### src/rtl/core/lllt_pkg.sv
// shared types and constants for the locker lock and light timer unit
package lllt_pkg;

  // command codes carried in the mode field
  localparam logic [2:0] MODE_TICK        = 3'd0;
  localparam logic [2:0] MODE_OPEN_DOOR   = 3'd1;
  localparam logic [2:0] MODE_OPEN_LIGHT  = 3'd2;
  localparam logic [2:0] MODE_CLOSE_LIGHT = 3'd3;
  localparam logic [2:0] MODE_SET_REMAP   = 3'd4;
  localparam logic [2:0] MODE_RESET_REMAP = 3'd5;
  localparam logic [2:0] MODE_QUERY       = 3'd6;

  // configuration register indexes
  localparam logic CFG_LOCK_TICKS  = 1'b0;
  localparam logic CFG_LIGHT_TICKS = 1'b1;

  // register reset values and limits
  localparam logic [7:0]  LOCK_TICKS_RST  = 8'd10;
  localparam logic [11:0] LIGHT_TICKS_RST = 12'd200;
  localparam logic [11:0] LIGHT_MAX       = 12'hfff;

  // highest physical slot that still has bits in the drive word
  localparam int unsigned DRIVE_SLOTS = 16;

  typedef struct packed {
    logic [2:0] mode;
    logic [7:0] box;
    logic [7:0] remap_slot;
  } in_item_t;

  typedef struct packed {
    logic [31:0] drive_bits;
    logic        light_on;
    logic        rejected;
  } out_item_t;

  typedef enum logic [2:0] {
    ST_IDLE,
    ST_WALK,
    ST_ACT,
    ST_LIGHT,
    ST_DONE
  } state_t;

endpackage

### src/rtl/core/locker_lock_light_timer_unit.sv
// locker lock and light timer unit: per-box one-shot timers with slot remapping
//
// One command is taken at a time. A tick or a remap reset walks every box through one
// shared count/compare/drive-update unit, one box per cycle, then reads back the light
// bit of the addressed box. An accepted door, light or remap command passes through an
// update, then a light read-back; a query, the spare mode code or a rejected command skips
// the update and goes straight to the light read-back. The result stays until it is taken, and a new command is
// taken in the cycle after the result transfer. Configuration writes are taken at any time
// and must only be issued while no command is in progress.
module locker_lock_light_timer_unit #(
  parameter int BOX_COUNT = 16
) (
  input  logic               clk,
  input  logic               rst_n,
  input  logic               in_valid,
  output logic               in_ready,
  input  lllt_pkg::in_item_t in_data,
  output logic               out_valid,
  input  logic               out_ready,
  output lllt_pkg::out_item_t out_data,
  input  logic               cfg_valid,
  output logic               cfg_ready,
  input  logic               cfg_index,
  input  logic [11:0]        cfg_data
);

  localparam int IDX_W  = (BOX_COUNT > 1) ? $clog2(BOX_COUNT) : 1;
  localparam int SLOT_W = $clog2(BOX_COUNT + 1);

  // state
  lllt_pkg::state_t state_r, state_nxt;
  logic [IDX_W-1:0]  idx_r, idx_nxt;
  logic [IDX_W-1:0]  bi_r;
  logic [2:0]        mode_r;
  logic [SLOT_W-1:0] slot_r;
  logic              box_ok_r;
  logic              rej_r;
  logic              light_on_r, light_on_nxt;
  logic [31:0]       drive_r, drive_nxt;
  logic [7:0]        lock_ticks_r;
  logic [11:0]       light_ticks_r;

  logic [8:0]        lock_cnt_r  [BOX_COUNT];
  logic [11:0]       light_cnt_r [BOX_COUNT];
  logic [SLOT_W-1:0] slot_map_r  [BOX_COUNT];

  // array write port, one entry per cycle at idx_r
  logic              lock_we, light_we, map_we;
  logic [8:0]        lock_wd;
  logic [11:0]       light_wd;
  logic [SLOT_W-1:0] map_wd;

  // input decode
  logic              in_xfer;
  logic              box_ok, slot_ok, rej;
  logic [7:0]        box_m1;

  // shared unit: current entry, its slot and drive masks
  logic [8:0]        cur_lock;
  logic [11:0]       cur_light;
  logic [5:0]        cur_slot, slot_m1;
  logic              slot_hit;
  logic [4:0]        lock_pos, light_pos;
  logic [31:0]       lock_mask, light_mask;
  logic [12:0]       light_sum;
  logic [11:0]       light_load;
  logic              last_idx;

  assign in_ready  = (state_r == lllt_pkg::ST_IDLE);
  assign in_xfer   = in_valid && in_ready;
  assign out_valid = (state_r == lllt_pkg::ST_DONE);
  assign cfg_ready = 1'b1;

  assign out_data.drive_bits = drive_r;
  assign out_data.light_on   = light_on_r;
  assign out_data.rejected   = rej_r;

  // range checks on the incoming command
  assign box_m1  = in_data.box - 8'd1;
  assign box_ok  = (in_data.box != 8'd0) && (9'(in_data.box) <= 9'(BOX_COUNT));
  assign slot_ok = (in_data.remap_slot != 8'd0) &&
                   (9'(in_data.remap_slot) <= 9'(BOX_COUNT));

  always_comb begin
    case (in_data.mode)
      lllt_pkg::MODE_TICK,
      lllt_pkg::MODE_RESET_REMAP: rej = 1'b0;
      lllt_pkg::MODE_SET_REMAP:   rej = !box_ok || !slot_ok;
      default:                    rej = !box_ok;
    endcase
  end

  // slot lookup and bit masks for the addressed entry
  assign cur_lock   = lock_cnt_r[idx_r];
  assign cur_light  = light_cnt_r[idx_r];
  assign cur_slot   = 6'(slot_map_r[idx_r]);
  assign slot_m1    = cur_slot - 6'd1;
  assign slot_hit   = (cur_slot != 6'd0) && (cur_slot <= 6'(lllt_pkg::DRIVE_SLOTS));
  assign lock_pos   = {slot_m1[3:0], 1'b0};
  assign light_pos  = {slot_m1[3:0], 1'b1};
  assign lock_mask  = slot_hit ? (32'd1 << lock_pos)  : 32'd0;
  assign light_mask = slot_hit ? (32'd1 << light_pos) : 32'd0;
  assign last_idx   = (idx_r == IDX_W'(BOX_COUNT - 1));

  // light load saturates at the counter maximum
  assign light_sum  = 13'(light_ticks_r) + 13'd1;
  assign light_load = (light_sum > 13'(lllt_pkg::LIGHT_MAX)) ? lllt_pkg::LIGHT_MAX
                                                              : light_sum[11:0];

  // sequencer: next state, array writes and drive word update
  always_comb begin
    state_nxt    = state_r;
    idx_nxt      = idx_r;
    drive_nxt    = drive_r;
    light_on_nxt = light_on_r;
    lock_we      = 1'b0;
    light_we     = 1'b0;
    map_we       = 1'b0;
    lock_wd      = cur_lock;
    light_wd     = cur_light;
    map_wd       = SLOT_W'(idx_r) + SLOT_W'(1);
    case (state_r)
      lllt_pkg::ST_IDLE: begin
        if (in_xfer) begin
          case (in_data.mode)
            lllt_pkg::MODE_TICK,
            lllt_pkg::MODE_RESET_REMAP: begin
              idx_nxt   = '0;
              state_nxt = lllt_pkg::ST_WALK;
            end
            lllt_pkg::MODE_OPEN_DOOR,
            lllt_pkg::MODE_OPEN_LIGHT,
            lllt_pkg::MODE_CLOSE_LIGHT,
            lllt_pkg::MODE_SET_REMAP: begin
              idx_nxt   = box_ok ? box_m1[IDX_W-1:0] : '0;
              state_nxt = rej ? lllt_pkg::ST_LIGHT : lllt_pkg::ST_ACT;
            end
            default: begin
              idx_nxt   = box_ok ? box_m1[IDX_W-1:0] : '0;
              state_nxt = lllt_pkg::ST_LIGHT;
            end
          endcase
        end
      end
      lllt_pkg::ST_WALK: begin
        if (mode_r == lllt_pkg::MODE_RESET_REMAP) begin
          map_we = 1'b1;
        end else begin
          // expiring counts release their output, then all nonzero counts drop
          if (cur_lock == 9'd1) begin
            drive_nxt = drive_nxt & ~lock_mask;
          end
          if (cur_light == 12'd1) begin
            drive_nxt = drive_nxt & ~light_mask;
          end
          lock_we  = (cur_lock != 9'd0);
          lock_wd  = cur_lock - 9'd1;
          light_we = (cur_light != 12'd0);
          light_wd = cur_light - 12'd1;
        end
        if (last_idx) begin
          idx_nxt   = bi_r;
          state_nxt = lllt_pkg::ST_LIGHT;
        end else begin
          idx_nxt = idx_r + IDX_W'(1);
        end
      end
      lllt_pkg::ST_ACT: begin
        case (mode_r)
          lllt_pkg::MODE_OPEN_DOOR: begin
            lock_we   = 1'b1;
            lock_wd   = 9'(lock_ticks_r) + 9'd1;
            light_we  = 1'b1;
            light_wd  = light_load;
            drive_nxt = drive_r | lock_mask | light_mask;
          end
          lllt_pkg::MODE_OPEN_LIGHT: begin
            light_we  = 1'b1;
            light_wd  = light_load;
            drive_nxt = drive_r | light_mask;
          end
          lllt_pkg::MODE_CLOSE_LIGHT: begin
            light_we  = 1'b1;
            light_wd  = 12'd0;
            drive_nxt = drive_r & ~light_mask;
          end
          lllt_pkg::MODE_SET_REMAP: begin
            map_we = 1'b1;
            map_wd = slot_r;
          end
          default: begin
          end
        endcase
        state_nxt = lllt_pkg::ST_LIGHT;
      end
      lllt_pkg::ST_LIGHT: begin
        // read back the light bit of the addressed box after the update
        light_on_nxt = box_ok_r && slot_hit && drive_r[light_pos];
        state_nxt    = lllt_pkg::ST_DONE;
      end
      lllt_pkg::ST_DONE: begin
        if (out_ready) begin
          state_nxt = lllt_pkg::ST_IDLE;
        end
      end
      default: begin
        state_nxt = lllt_pkg::ST_IDLE;
      end
    endcase
  end

  // control state and drive word
  always_ff @(posedge clk) begin
    if (!rst_n) begin
      state_r <= lllt_pkg::ST_IDLE;
      idx_r   <= '0;
      drive_r <= 32'd0;
    end else begin
      state_r <= state_nxt;
      idx_r   <= idx_nxt;
      drive_r <= drive_nxt;
    end
  end

  // command capture and result flags
  always_ff @(posedge clk) begin
    if (in_xfer) begin
      mode_r   <= in_data.mode;
      bi_r     <= box_ok ? box_m1[IDX_W-1:0] : '0;
      slot_r   <= in_data.remap_slot[SLOT_W-1:0];
      box_ok_r <= box_ok;
      rej_r    <= rej;
    end
    light_on_r <= light_on_nxt;
  end

  // configuration registers
  always_ff @(posedge clk) begin
    if (!rst_n) begin
      lock_ticks_r  <= lllt_pkg::LOCK_TICKS_RST;
      light_ticks_r <= lllt_pkg::LIGHT_TICKS_RST;
    end else if (cfg_valid && cfg_ready) begin
      case (cfg_index)
        lllt_pkg::CFG_LOCK_TICKS:  lock_ticks_r  <= cfg_data[7:0];
        lllt_pkg::CFG_LIGHT_TICKS: light_ticks_r <= cfg_data;
        default: begin
        end
      endcase
    end
  end

  // per-box counts and slot map
  always_ff @(posedge clk) begin
    if (!rst_n) begin
      for (int i = 0; i < BOX_COUNT; i++) begin
        lock_cnt_r[i]  <= 9'd0;
        light_cnt_r[i] <= 12'd0;
        slot_map_r[i]  <= SLOT_W'(i + 1);
      end
    end else begin
      if (lock_we) begin
        lock_cnt_r[idx_r] <= lock_wd;
      end
      if (light_we) begin
        light_cnt_r[idx_r] <= light_wd;
      end
      if (map_we) begin
        slot_map_r[idx_r] <= map_wd;
      end
    end
  end

endmodule
### config.mk
export PLATFORM = sky130hd
export DESIGN_NAME = locker_lock_light_timer_unit
export DESIGN_NICKNAME = d
export VERILOG_FILES = /design/src/rtl/core/lllt_pkg.sv /design/src/rtl/core/locker_lock_light_timer_unit.sv
export SDC_FILE = /design/constraint.sdc
export NUM_CORES = 1
export LEC_CHECK = 0
export ABC_AREA = 1
export BUFFER_PORTS_ARGS = -buffer_cell sky130_fd_sc_hd__buf_2
export CAP_MARGIN = 0
export CORE_ASPECT_RATIO = 0.8
export CORE_UTILIZATION = 44
export DETAILED_ROUTE_END_ITERATION = 6
export GPL_TIMING_DRIVEN = 0
export HOLD_SLACK_MARGIN = 0.15
export MAX_ROUTING_LAYER = met4
export PLACE_DENSITY = 0.69
export SLEW_MARGIN = 20
export SYNTH_ARGS = -nofsm -noshare
export SYNTH_HDL_FRONTEND = slang
export SYNTH_SLANG_ARGS = --single-unit
### constraint.sdc
create_clock -name clk -period 7.32 [get_ports clk]
set_clock_uncertainty 0.2 [all_clocks]
set_input_delay 0.732 -clock clk [delete_from_list [all_inputs] [get_ports clk]]
set_output_delay 0.732 -clock clk [all_outputs]
set_load 0.02 [all_outputs]
==> impl_metrics.ini <==
[outcome]
status = finished, violations left
violations = design-rule violations

[floorplan]
io_pins = 74
rows = 78
dieHeight_um = 215.9
initial_utilization_pct = 44.47
core-area_um2 = 56600
dieWidth_um = 269.4
die_area_um2 = 58180

[power_and_ir_drop]
p_leak_nw = 11.33
power_mw = 11.30
p_per_area_nw_per_um2 = 403.0
vdd_drop_max_uv = 313.1

[setup_path]
critPathMaxFanout = 10
endpoint_kind = flop
timing.rr.end = lock_cnt_r[4][2]
crit_type = flop to flop
r2r_cells = 13
reg2reg_slack_ns = 2.71
start_kind = flop
cp.required_ns = 7.46
critPathArrivalTime_ns = 4.74

[clock_tree]
cts-root-buf = clkbuf_16
cts_sinks = 494
h-tree-depth = 2
clkTransAtPathRegs_ns = 0.06
cts_tree = yes
worstSkewPairLatency_ns = 0.62
clockBufferDepth = 3
numCtsBuffers = 49

[job]
maxCapViolations = 0

[sta]
worst_slew_pin_slew_ns = 1.075
finalSetupTns_ns = 0
final_max_slew_viol_count = 0
slew_headroom_pct = 28.35
hold_viol_final = 0
finalCriticalPeriod_ns = 4.606
period_share_pct = 62.92
grt_setup_unrepaired = no
fmax_mhz = 217.1
final-setup-viol-count = 0

[placed_design]
numPortBuffers = 72
dp_cells = 3723
dpl.hpwl_mm = 57.36
gp_congestion = 0.9635

[logic_synthesis]
syn-cell-area_um2 = 25170
syn_nets = 2949
synth_top_cell_area_share_pct = 51.41
ys_top_cells_by_count = nand2_1, nor2_1, edfxtp_1
synth_cell_types = 48
synth-async-reset-ratio_pct = 0
seq_area_frac_synth_pct = 56.42
yosysMostFrequentCell = nand2_1
synth_edf_count = 431
ys.flop_type = edfxtp_1
postSynthCellCount = 2891
synth_area_leaders = edfxtp_1, nand2_1, nor2_1
ys_ff_latch = 494
synth_largest_area_cell = edfxtp_1
synth.avg_cell_area_um2 = 8.708
ys_warn_count = 0

[drt]
post_drt_wl_per_cell_um = 21.42
vias = 21300
ant_nets = 0
drtPass1Iterations = 7
wl_mm = 81.83
via_per_inst = 5.574
drt-initial-drc-count = 3001
drc = 1

[global_route]
grt_max_degree = 16
grt-busiest-layer = met1
grt_usage_pct = 28.52
antenna_found_initial = 3
grtUsageMet2_pct = 39.85
grt_overflow = 0
grt_pass1_wl_mm = 120.5
grt_use_met1_pct = 40.22
met3_usage_pct = 6.498
grt_pass1_vias = 19400

[finish]
stdcell_count = 3821
fillers = 5316
nNetsFinal = 3078
area_delta_synth_final_pct = 11.38
drive_gt1_share_pct = 11.67

[worst_hold_path]
hold_depth = 1
min_to = mode_r[1]
hp-start = in_data[17]
hold_path_class = input pin to flop
timing repair:
action,4_1_cts,5_1_grt
hold buffers,6,0
hold endpoints to repair,6,0
resized for setup,0,0
setup buffers,0,0
endpoints found under the setup margin,0,0
registers in the layout (all words and copies together) (netlist names), 4 cells and up, named ones only:
signal,flops
lock_cnt_r,144
light_ticks_r,12
lock_ticks_r,8
slot_r,5
slot_map_r,80
idx_r,4
drive_r,16
bi_r,4
light_cnt_r,192
kinds of logic after synthesis:
group / share of synthesized area, %
fa+ha+maj: 1.044
simple gates: 28.80
buf+inv: 7.684
compound gates: 5.656
other cells: 0.01490
flops: 56.42
xor+xnor: 0.3827
routing by layer:
| layer | wire length (µm) | vias up |
|---|---|---|
| met5 | 0 | - |
| met3 | 10550 | 216 |
| met1 | 34040 | 9958 |
| met4 | 2917 | 0 |
| met2 | 34310 | 1415 |
| li1 | - | 9709 |
layout make-up:
type                       instances  area, µm²  share of cell area, %
sequential                       494      14200                  50.66
buffer                           162       1054                  3.757
clock inverter                    21      122.6                 0.4373
timing repair buffer              78      420.4                  1.499
inverter                         234      880.8                  3.141
multi-input combinational       2001       9039                  32.24
antenna                            3      7.507                0.02677
clock buffer                      68       1361                  4.855
tap                              760      950.9                  3.391
critical path, stage by stage, from the launching register on:
cell	delay, ns
dfxtp_1	0.30
buf_2	0.34
clkinv_1	0.53
clkbuf_1	0.47
nand3_1	0.19
nand2_1	0.25
inv_1	0.20
ha_1	0.19
inv_1	0.06
o21ai_0	0.15
nand2_1	0.08
a221oi_2	0.81
clkbuf_1	0.45
nor2_1	0.10
layout by cell type, fill, tap and decap left out, drive strengths merged, types with 5 or more instances in the layout:
master and count:
nor3 15, a31oi 5, xor2 9, buf 199
nand2 735, clkbuf 103, nor2 660, edfxtp 431
o211ai 32, clkinv 24, ha 21, dlygate4sd3 6
nand4 6, dfxtp 63, nand3 304, a21oi 73
o21ai 120, inv 230
stage by stage:
stage,utilization (%),worst slack [ns],hold WS (ns),cell area (µm²)
4_1_cts,49.52,2.838,0.1534,28030
2_1_floorplan,-,4.220,0.2515,25170
5_1_grt,49.54,2.595,0.1759,28040
3_3_place_gp,46.79,2.894,0.2733,26490
3_5_place_dp,46.79,2.869,0.2742,26490
6_report,49.54,2.714,0.1806,28040
worst max-delay path by stage:
stage | start | end | slack [ns] | cells after the start
2_1_floorplan | flop | flop | 4.22 | 21
3_3_place_gp | flop | light_cnt_r[7][7] | 2.89 | 19
3_5_place_dp | flop | light_cnt_r[7][7] | 2.87 | 19
4_1_cts | flop | light_cnt_r[7][11] | 2.84 | 19
5_1_grt | flop | light_cnt_r[7][11] | 2.60 | 19
6_report | flop | lock_cnt_r[4][2] | 2.71 | 13
where the power goes:
part,leakage [nW],switching [mW],internal [mW]
combinational,5.77,4.17,1.37
clock,0.726,1.13,1.30
sequential,4.84,0.0774,3.25
Note: power is estimated with default switching activity, not from simulation.
